--- src/design/atci_pkg.sv ---
// Shared types and constants for the ATA task-file command issuer.
package atci_pkg;

    // Request word taken on the command channel
    typedef struct packed {
        logic [1:0]  device_index;
        logic        write_request;
        logic [31:0] block_address;
        logic [7:0]  sector_total;
    } request_t;

    // Task-file write word given on the result channel
    typedef struct packed {
        logic        target_channel;
        logic [2:0]  register_code;
        logic [7:0]  write_value;
        logic        final_write;
    } taskfile_write_t;

    // Classified request passed from front to back
    typedef struct packed {
        logic        channel;
        logic        ext;
        logic [7:0]  count;
        logic [7:0]  devsel;
        logic [7:0]  hob_low;
        logic [7:0]  byte_low;
        logic [7:0]  byte_mid;
        logic [7:0]  byte_high;
        logic [7:0]  opcode;
    } issue_desc_t;

    // Task-file register codes
    localparam logic [2:0] RC_CONTROL = 3'd0;
    localparam logic [2:0] RC_COUNT   = 3'd1;
    localparam logic [2:0] RC_LOW     = 3'd2;
    localparam logic [2:0] RC_MID     = 3'd3;
    localparam logic [2:0] RC_HIGH    = 3'd4;
    localparam logic [2:0] RC_DEVSEL  = 3'd5;
    localparam logic [2:0] RC_COMMAND = 3'd6;

    // Register values
    localparam logic [7:0] CTRL_NIEN    = 8'h02;
    localparam logic [7:0] CTRL_HOB     = 8'h80;
    localparam logic [7:0] DEVSEL_CHS   = 8'hA0;
    localparam logic [7:0] DEVSEL_LBA   = 8'hE0;
    localparam logic [7:0] OP_READ      = 8'h20;
    localparam logic [7:0] OP_READ_EXT  = 8'h24;
    localparam logic [7:0] OP_WRITE     = 8'h30;
    localparam logic [7:0] OP_WRITE_EXT = 8'h34;

    // CHS geometry: divide by 63 as multiply by ceil(2^34/63), shift 34.
    // Exact for any address below 2^28.
    localparam int           CHS_SHIFT = 34;
    localparam logic [28:0]  CHS_RECIP = 29'd272696337;

endpackage

--- src/design/atci_front.sv ---
// Front end: accepts requests, works out addressing mode and register bytes.
module atci_front
    import atci_pkg::*;
(
    input  logic        clk,
    input  logic        rst_n,
    input  logic        cmd_valid,
    output logic        cmd_ready,
    input  request_t    cmd,
    input  logic [3:0]  lba_capable,
    input  logic [3:0]  is_slave,
    input  logic [3:0]  channel_sel,
    output logic        push,
    output issue_desc_t push_desc,
    input  logic        queue_full
);

    logic        s1_valid_reg;
    logic        s1_valid_next;
    request_t    s1_req_reg;
    logic [56:0] s1_prod_reg;
    logic        s1_chan_reg;
    logic        s1_slave_reg;
    logic        s1_lba_ok_reg;

    logic        s1_load;
    logic        ext;
    logic [22:0] quot;
    logic [28:0] quot_x63;
    logic [28:0] rem_full;
    logic [7:0]  sector;
    logic [7:0]  slave_bit;

    // Stage one takes a word when empty or when its word moves on
    assign push      = s1_valid_reg && !queue_full;
    assign cmd_ready = !s1_valid_reg || !queue_full;
    assign s1_load   = cmd_valid && cmd_ready;

    always_comb
    begin
        s1_valid_next = s1_valid_reg;
        if (s1_load)
            s1_valid_next = 1'b1;
        else if (push)
            s1_valid_next = 1'b0;
    end

    always_ff @(posedge clk or negedge rst_n)
    begin
        if (!rst_n)
            s1_valid_reg <= 1'b0;
        else
            s1_valid_reg <= s1_valid_next;
    end

    // Payload and reciprocal product for the CHS divide
    always_ff @(posedge clk)
    begin
        if (s1_load)
        begin
            s1_req_reg    <= cmd;
            s1_prod_reg   <= {1'b0, cmd.block_address[27:0]} * {28'd0, CHS_RECIP};
            s1_chan_reg   <= channel_sel[cmd.device_index];
            s1_slave_reg  <= is_slave[cmd.device_index];
            s1_lba_ok_reg <= lba_capable[cmd.device_index];
        end
    end

    // Stage two: quotient, remainder and register bytes
    always_comb
    begin
        ext       = (s1_req_reg.block_address[31:28] != 4'd0);
        quot      = s1_prod_reg[56:CHS_SHIFT];
        quot_x63  = {quot, 6'd0} - {6'd0, quot};
        rem_full  = {1'b0, s1_req_reg.block_address[27:0]} - quot_x63;
        sector    = {2'd0, rem_full[5:0]} + 8'd1;
        slave_bit = {3'd0, s1_slave_reg, 4'd0};

        push_desc.channel = s1_chan_reg;
        push_desc.ext     = ext;
        push_desc.count   = s1_req_reg.sector_total;
        push_desc.hob_low = s1_req_reg.block_address[31:24];

        if (ext || s1_lba_ok_reg)
        begin
            push_desc.byte_low  = s1_req_reg.block_address[7:0];
            push_desc.byte_mid  = s1_req_reg.block_address[15:8];
            push_desc.byte_high = s1_req_reg.block_address[23:16];
        end
        else
        begin
            push_desc.byte_low  = sector;
            push_desc.byte_mid  = quot[11:4];
            push_desc.byte_high = quot[19:12];
        end

        if (ext)
        begin
            push_desc.devsel = DEVSEL_LBA | slave_bit;
            push_desc.opcode = s1_req_reg.write_request ? OP_WRITE_EXT : OP_READ_EXT;
        end
        else if (s1_lba_ok_reg)
        begin
            push_desc.devsel = DEVSEL_LBA | slave_bit
                             | {4'd0, s1_req_reg.block_address[27:24]};
            push_desc.opcode = s1_req_reg.write_request ? OP_WRITE : OP_READ;
        end
        else
        begin
            push_desc.devsel = DEVSEL_CHS | slave_bit | {4'd0, quot[3:0]};
            push_desc.opcode = s1_req_reg.write_request ? OP_WRITE : OP_READ;
        end
    end

endmodule

--- src/design/atci_queue.sv ---
// Short queue of classified requests between front and back.
module atci_queue
    import atci_pkg::*;
#(
    parameter int DEPTH = 2
)
(
    input  logic        clk,
    input  logic        rst_n,
    input  logic        push,
    input  issue_desc_t push_desc,
    output logic        full,
    input  logic        pop,
    output issue_desc_t head_desc,
    output logic        empty
);

    localparam int PW = (DEPTH > 1) ? $clog2(DEPTH) : 1;
    localparam int CW = $clog2(DEPTH + 1);
    localparam logic [PW-1:0] LAST_PTR = PW'(DEPTH - 1);
    localparam logic [CW-1:0] FULL_CNT = CW'(DEPTH);

    issue_desc_t   slot_reg [DEPTH];
    logic [PW-1:0] wr_ptr_reg;
    logic [PW-1:0] wr_ptr_next;
    logic [PW-1:0] rd_ptr_reg;
    logic [PW-1:0] rd_ptr_next;
    logic [CW-1:0] fill_reg;
    logic [CW-1:0] fill_next;

    assign full      = (fill_reg == FULL_CNT);
    assign empty     = (fill_reg == '0);
    assign head_desc = slot_reg[rd_ptr_reg];

    // Pointer and fill count update
    always_comb
    begin
        wr_ptr_next = wr_ptr_reg;
        rd_ptr_next = rd_ptr_reg;
        fill_next   = fill_reg;
        if (push)
            wr_ptr_next = (wr_ptr_reg == LAST_PTR) ? '0 : wr_ptr_reg + PW'(1);
        if (pop)
            rd_ptr_next = (rd_ptr_reg == LAST_PTR) ? '0 : rd_ptr_reg + PW'(1);
        if (push && !pop)
            fill_next = fill_reg + CW'(1);
        else if (pop && !push)
            fill_next = fill_reg - CW'(1);
    end

    always_ff @(posedge clk or negedge rst_n)
    begin
        if (!rst_n)
        begin
            wr_ptr_reg <= '0;
            rd_ptr_reg <= '0;
            fill_reg   <= '0;
        end
        else
        begin
            wr_ptr_reg <= wr_ptr_next;
            rd_ptr_reg <= rd_ptr_next;
            fill_reg   <= fill_next;
        end
    end

    always_ff @(posedge clk)
    begin
        if (push)
            slot_reg[wr_ptr_reg] <= push_desc;
    end

endmodule

--- src/design/atci_back.sv ---
// Back end: task-file write sequence, one word a cycle while tf_ready holds.
module atci_back
    import atci_pkg::*;
(
    input  logic            clk,
    input  logic            rst_n,
    input  issue_desc_t     head_desc,
    input  logic            empty,
    output logic            pop,
    output logic            tf_valid,
    input  logic            tf_ready,
    output taskfile_write_t tf
);

    // Sequence steps; LBA28 and CHS jump from device select to sector count
    typedef enum logic [18:0] {
        S_CTRL      = 19'h00001,
        S_DEVSEL    = 19'h00002,
        S_HCNT_ON   = 19'h00004,
        S_HCNT      = 19'h00008,
        S_HCNT_OFF  = 19'h00010,
        S_HLOW_ON   = 19'h00020,
        S_HLOW      = 19'h00040,
        S_HLOW_OFF  = 19'h00080,
        S_HMID_ON   = 19'h00100,
        S_HMID      = 19'h00200,
        S_HMID_OFF  = 19'h00400,
        S_HHIGH_ON  = 19'h00800,
        S_HHIGH     = 19'h01000,
        S_HHIGH_OFF = 19'h02000,
        S_COUNT     = 19'h04000,
        S_LOW       = 19'h08000,
        S_MID       = 19'h10000,
        S_HIGH      = 19'h20000,
        S_COMMAND   = 19'h40000
    } step_t;

    step_t           step_reg;
    step_t           step_next;
    logic            out_valid_reg;
    logic            out_valid_next;
    taskfile_write_t out_word_reg;
    taskfile_write_t word;
    logic            advance;

    assign advance  = !empty && (!out_valid_reg || tf_ready);
    assign pop      = advance && (step_reg == S_COMMAND);
    assign tf_valid = out_valid_reg;
    assign tf       = out_word_reg;

    // Word for the current step
    always_comb
    begin
        word.target_channel = head_desc.channel;
        word.final_write    = 1'b0;
        word.register_code  = RC_CONTROL;
        word.write_value    = CTRL_NIEN;
        case (step_reg)
            S_CTRL, S_HCNT_OFF, S_HLOW_OFF, S_HMID_OFF, S_HHIGH_OFF:
            begin
                word.register_code = RC_CONTROL;
                word.write_value   = CTRL_NIEN;
            end
            S_HCNT_ON, S_HLOW_ON, S_HMID_ON, S_HHIGH_ON:
            begin
                word.register_code = RC_CONTROL;
                word.write_value   = CTRL_HOB | CTRL_NIEN;
            end
            S_DEVSEL:
            begin
                word.register_code = RC_DEVSEL;
                word.write_value   = head_desc.devsel;
            end
            S_HCNT:
            begin
                word.register_code = RC_COUNT;
                word.write_value   = 8'd0;
            end
            S_HLOW:
            begin
                word.register_code = RC_LOW;
                word.write_value   = head_desc.hob_low;
            end
            S_HMID:
            begin
                word.register_code = RC_MID;
                word.write_value   = 8'd0;
            end
            S_HHIGH:
            begin
                word.register_code = RC_HIGH;
                word.write_value   = 8'd0;
            end
            S_COUNT:
            begin
                word.register_code = RC_COUNT;
                word.write_value   = head_desc.count;
            end
            S_LOW:
            begin
                word.register_code = RC_LOW;
                word.write_value   = head_desc.byte_low;
            end
            S_MID:
            begin
                word.register_code = RC_MID;
                word.write_value   = head_desc.byte_mid;
            end
            S_HIGH:
            begin
                word.register_code = RC_HIGH;
                word.write_value   = head_desc.byte_high;
            end
            S_COMMAND:
            begin
                word.register_code = RC_COMMAND;
                word.write_value   = head_desc.opcode;
                word.final_write   = 1'b1;
            end
            default:
            begin
                word.register_code = RC_CONTROL;
                word.write_value   = CTRL_NIEN;
            end
        endcase
    end

    // Step sequencer and output register
    always_comb
    begin
        step_next      = step_reg;
        out_valid_next = out_valid_reg;
        if (advance)
        begin
            out_valid_next = 1'b1;
            case (step_reg)
                S_CTRL:      step_next = S_DEVSEL;
                S_DEVSEL:    step_next = head_desc.ext ? S_HCNT_ON : S_COUNT;
                S_HCNT_ON:   step_next = S_HCNT;
                S_HCNT:      step_next = S_HCNT_OFF;
                S_HCNT_OFF:  step_next = S_HLOW_ON;
                S_HLOW_ON:   step_next = S_HLOW;
                S_HLOW:      step_next = S_HLOW_OFF;
                S_HLOW_OFF:  step_next = S_HMID_ON;
                S_HMID_ON:   step_next = S_HMID;
                S_HMID:      step_next = S_HMID_OFF;
                S_HMID_OFF:  step_next = S_HHIGH_ON;
                S_HHIGH_ON:  step_next = S_HHIGH;
                S_HHIGH:     step_next = S_HHIGH_OFF;
                S_HHIGH_OFF: step_next = S_COUNT;
                S_COUNT:     step_next = S_LOW;
                S_LOW:       step_next = S_MID;
                S_MID:       step_next = S_HIGH;
                S_HIGH:      step_next = S_COMMAND;
                S_COMMAND:   step_next = S_CTRL;
                default:     step_next = S_CTRL;
            endcase
        end
        else if (tf_ready)
        begin
            out_valid_next = 1'b0;
        end
    end

    always_ff @(posedge clk or negedge rst_n)
    begin
        if (!rst_n)
        begin
            step_reg      <= S_CTRL;
            out_valid_reg <= 1'b0;
        end
        else
        begin
            step_reg      <= step_next;
            out_valid_reg <= out_valid_next;
        end
    end

    always_ff @(posedge clk)
    begin
        if (advance)
            out_word_reg <= word;
    end

endmodule

--- src/design/ata_taskfile_command_issuer_unit.sv ---
// Top level of the ATA task-file command issuer: config port, front, queue, back.
//
//  Channel  | Signals                              | Word
//  ---------+--------------------------------------+------------------------
//  request  | cmd_valid, cmd_ready, cmd            | request_t
//  result   | tf_valid, tf_ready, tf               | taskfile_write_t
//  config   | psel, penable, pwrite, paddr, pwdata | 4-bit device masks
//
// A request gives 19 words (LBA48) or 7 (LBA28, CHS), one a cycle from the
// back end's step register while tf_ready holds; it sets the sustained rate.
// The front end takes a new request every cycle while the queue has room,
// so it classifies the next request while the back end still issues.
// Path to the first result word: stage-one register, queue slot, output register.
// Reset clears control state and the device masks; the result channel
// stalls only the back end, the front keeps filling the queue.
module ata_taskfile_command_issuer_unit
    import atci_pkg::*;
#(
    parameter int QUEUE_DEPTH = 2
)
(
    input  logic            clk,
    input  logic            rst_n,
    input  logic            cmd_valid,
    output logic            cmd_ready,
    input  request_t        cmd,
    output logic            tf_valid,
    input  logic            tf_ready,
    output taskfile_write_t tf,
    input  logic            psel,
    input  logic            penable,
    input  logic            pwrite,
    input  logic [3:0]      paddr,
    input  logic [31:0]     pwdata,
    output logic [31:0]     prdata,
    output logic            pready
);

    localparam logic [1:0] REG_LBA_CAPABLE = 2'd0;
    localparam logic [1:0] REG_IS_SLAVE    = 2'd1;
    localparam logic [1:0] REG_CHANNEL     = 2'd2;

    logic [3:0]  lba_capable_reg;
    logic [3:0]  is_slave_reg;
    logic [3:0]  channel_reg;
    logic        cfg_write;
    logic        push;
    logic        pop;
    logic        queue_full;
    logic        queue_empty;
    issue_desc_t push_desc;
    issue_desc_t head_desc;

    // Configuration registers
    assign pready    = 1'b1;
    assign cfg_write = psel && penable && pwrite;

    always_ff @(posedge clk or negedge rst_n)
    begin
        if (!rst_n)
        begin
            lba_capable_reg <= 4'd0;
            is_slave_reg    <= 4'd0;
            channel_reg     <= 4'd0;
        end
        else if (cfg_write)
        begin
            case (paddr[3:2])
                REG_LBA_CAPABLE: lba_capable_reg <= pwdata[3:0];
                REG_IS_SLAVE:    is_slave_reg    <= pwdata[3:0];
                REG_CHANNEL:     channel_reg     <= pwdata[3:0];
                default:         ;
            endcase
        end
    end

    always_comb
    begin
        case (paddr[3:2])
            REG_LBA_CAPABLE: prdata = {28'd0, lba_capable_reg};
            REG_IS_SLAVE:    prdata = {28'd0, is_slave_reg};
            REG_CHANNEL:     prdata = {28'd0, channel_reg};
            default:         prdata = 32'd0;
        endcase
    end

    atci_front u_front (
        .clk         (clk),
        .rst_n       (rst_n),
        .cmd_valid   (cmd_valid),
        .cmd_ready   (cmd_ready),
        .cmd         (cmd),
        .lba_capable (lba_capable_reg),
        .is_slave    (is_slave_reg),
        .channel_sel (channel_reg),
        .push        (push),
        .push_desc   (push_desc),
        .queue_full  (queue_full)
    );

    atci_queue #(
        .DEPTH (QUEUE_DEPTH)
    ) u_queue (
        .clk       (clk),
        .rst_n     (rst_n),
        .push      (push),
        .push_desc (push_desc),
        .full      (queue_full),
        .pop       (pop),
        .head_desc (head_desc),
        .empty     (queue_empty)
    );

    atci_back u_back (
        .clk       (clk),
        .rst_n     (rst_n),
        .head_desc (head_desc),
        .empty     (queue_empty),
        .pop       (pop),
        .tf_valid  (tf_valid),
        .tf_ready  (tf_ready),
        .tf        (tf)
    );

endmodule

--- config.mk ---
export PLATFORM = sky130hd
export DESIGN_NAME = ata_taskfile_command_issuer_unit
export DESIGN_NICKNAME = d
export VERILOG_FILES = /design/src/design/atci_pkg.sv /design/src/design/atci_front.sv /design/src/design/atci_queue.sv /design/src/design/atci_back.sv /design/src/design/ata_taskfile_command_issuer_unit.sv
export SDC_FILE = /design/constraint.sdc
export NUM_CORES = 1
export LEC_CHECK = 0
export ABC_AREA = 1
export BUFFER_PORTS_ARGS = -buffer_cell sky130_fd_sc_hd__buf_2
export CORE_ASPECT_RATIO = 0.5
export CORE_MARGIN = 2
export CORE_UTILIZATION = 61
export CTS_CLUSTER_SIZE = 16
export DETAILED_ROUTE_END_ITERATION = 8
export MAX_ROUTING_LAYER = met4
export PLACE_DENSITY = 0.81
export SYNTH_ARGS = -nofsm -noshare
export SYNTH_HDL_FRONTEND = slang
export SYNTH_SLANG_ARGS = --single-unit
--- constraint.sdc ---
create_clock -name clk -period 4.66 [get_ports clk]
set_clock_uncertainty 0.1 [all_clocks]
set_input_delay 0.699 -clock clk [delete_from_list [all_inputs] [get_ports clk]]
set_output_delay 0.699 -clock clk [all_outputs]
set_load 0.02 [all_outputs]
==> metrics <==
vias in the first global route=12364; vias after detailed routing=12974; post-synthesis xor/xnor area fraction=0.956%; Final Hold Viols=0; CTS buffer count=21; adder-cell share of the synthesized area=21.9%; Max Fanout on Critical Path=3; Yosys cell types=48; gr ovfl total=0; largest net degree at the start of global routing=51; I/O pin count=134; Core Box Area=25100 um^2; max FFs per register=98; Worst setup SP type=input pin; placed cells=2283; vias per inst=5.59; top-area cell type share of the netlist area=33.7%; antenna cells=0; hold_buf cts=0; status=complete, no violations; met3 GRT Util=3.42%; instance area at placement=16900 um^2; row cnt=41; Seq/Total Area, Yosys=39.7%; PD cells=583 nW/um^2; DIE HEIGHT=117 um; Starting DRT DRC Count=1267; CTS Sinks=212; Static Leak=0.00878 uW; post-synthesis cell count=1788; FF-to-FF End=u_back.tf[4]$_DFFE_PP_; grt peak-use layer=met2; final wirelength=41900 um; Syn-to-layout area delta=15.7%; ordered cell list for the critical path=buf_2 > ha_2 > ha_2 > inv_1 > fa_1 > fa_1 > fa_1 > inv_1 > fa_1 > ha_4 > buf_6 > nand2_4 > nor2_4 > nand2_1 > nor2_1 > o21ai_0 > nand4_1 > nand2_1; Setup Viol. Count Final=0; DRC=0; crit share post-route=98.5%; fmax=218 MHz; Hold WC Path Type=in -> async; worst reg2reg setup slack=2000 ps; number of enable flip-flop cells after synthesis=175; Async SR Flop Fraction=17.5%; worst r2r src=u_queue.rd_ptr_reg$_DFFE_PN0P_; Slew headroom=34.2%; Finished Layout Cells=2320; Compound-Gate Fraction of Synth Area=6.46%; Slowest-stage cell, CP=fa_1; Worst Path Buf+Inv=4; met1 Use GR=40.5%; Syn Std Cell Area=15600 um^2; Critical Path End Type=flip-flop; Port Buffer Count=74; global-route wire length before repair=63700 um; post-synth top area cell=edfxtp_1; flops & latches, synth=212; Req. time, crit path=4770 ps; initial antenna violation count=0; clk_lat worst skew=490 ps; CTS HTree Levels=1; simple logic cell fraction of the synthesized area=22.4%; worst vdd ir=0.283 mV; most common cell after layout, fill and taps aside=nand2_1; Global Route Usage Sum=31.8%; CTS clk-pin slew, worst paths=70 ps; reg2reg path depth=8; critical path class=in -> reg; CP arrival=4700 ps; largest family of logic cells by synthesized area=simple AND/OR/NAND/NOR gates; antenna-violating nets left=0; critical path's most frequent cell=fa_1; WL per Instance=18.1 um; CP peak stage delay=520 ps; hpwl dp=32500 um; Synth area leaders=edfxtp_1 (34%), ha_1 (14%), nand2_1 (12%); Pre-antenna DRT Iters=5; Primary FF master, synth=edfxtp_1; Die ar.=26900 um^2; Fillers=1827; Root Buffer Master=clkbuf_16; DIE WIDTH=230 um; worst-margin pin slew=987 ps; CTS tree=yes; met2 Use GR=52.7%; CP Depth=18; Clock Path Buffers=3; Tmin final=4590 ps; share of cells above drive strength 1=17.2%; post-synthesis mux area share=0.193%; max_cap viols=0; most frequent cells in the layout=nand2_1 (480), inv_1 (250), edfxtp_1 (175); post-synthesis area per instance=8.72 um^2; GPL Wtd Cong=1.05; cell family with most CP delay=adder cells; Synth Warn #=0; initial core utilization=62.0%; Post-layout nets=2286; Finished Cell Area=18000 um^2; RSZ-0062 raised after global routing=true; fin. max-slew vios=0
==> power breakdown <==
group | switching, uW | internal [uW]
registers | 268 | 2800
logic | 3760 | 2150
clock network | 676 | 855
total | 4700 | 5800
==> area by class of cell <==
class | count | area [um^2] | area share [%]
multi-input combinational | 1291 | 8680 | 48.1
sequential | 212 | 6180 | 34.3
timing repair buffer | 175 | 1130 | 6.30
inverter | 262 | 983 | 5.46
clock buffer | 25 | 561 | 3.11
tap | 344 | 430 | 2.39
clock inverter | 11 | 56.3 | 0.312
==> worst max-delay path by stage <==
stage,slack (ps),startpoint,endpoint
floorplan,20,cmd[29],u_front.s1_prod_reg[38]$_DFFE_PP_
global placement,-530,cmd[28],u_front.s1_prod_reg[38]$_DFFE_PP_
detailed placement,-620,cmd[29],u_front.s1_prod_reg[34]$_DFFE_PP_
CTS,2,cmd[31],u_front.s1_prod_reg[38]$_DFFE_PP_
global route,-50,cmd[35],u_front.s1_prod_reg[43]$_DFFE_PP_
finish,70,cmd[35],u_front.s1_prod_reg[41]$_DFFE_PP_
==> cell usage after synthesis (2+ instances only) <==
master	n
a21o_1	5
a21oi_1	87
a22o_1	2
and3_1	2
buf_2	8
buf_4	31
buf_6	2
clkbuf_1	8
conb_1	2
dfrtp_1	36
edfxtp_1	175
fa_1	59
ha_1	178
inv_1	251
inv_2	10
mux2i_1	3
nand2_1	502
nand2_2	6
nand2_4	2
nand3_1	74
nand3_4	2
nand3b_1	2
nand4_1	37
nor2_1	130
nor2_2	7
nor2_4	6
nor2_8	2
nor3_1	27
nor4_1	4
o21a_1	5
o21ai_0	82
o22ai_1	5
or2_1	5
or2_2	2
xnor2_1	7
xor2_1	10
==> kinds of logic (layout without fill, tap and decap cells) <==
kind of cell | count (synthesis) | count (layout)
AOI/OAI and AO/OA | 191 | 191
buffers and inverters | 312 | 473
other | 2 | 29
DFF | 212 | 212
adders and majority gates | 237 | 237
muxes | 3 | 3
and+or+nand+nor | 814 | 814
xor gates and xnor gates | 17 | 17
==> stage by stage <==
stage                     total power [uW]  worst slack, ps  util [%]  TNS (ps)  hold WS [ps]
after floorplan                       6270             21.6         -         0           303
after global placement                7920             -527      67.4     -9280           323
after detailed placement              8070             -619      67.4    -10900           334
after CTS                             9680             2.02      70.0         0           246
after global routing                 11200            -45.9      71.7      -332           276
final                                10500             67.7      71.7         0           223
==> routing by layer <==
| layer | routed length (um) | vias up |
|---|---|---|
| met5 | 0 | - |
| met4 | 2060 | 0 |
| met3 | 2590 | 125 |
| met2 | 19800 | 536 |
| met1 | 17500 | 6132 |
| li1 | - | 6181 |
==> repair_timing <==
item                                    CTS  global route
cloned                                    0             0
pin swaps                                 8            38
endpoints found under the setup margin   18            20
gates resized for setup                  16           106
buffers inserted                          0             1
(Power assumes the default switching activity.)
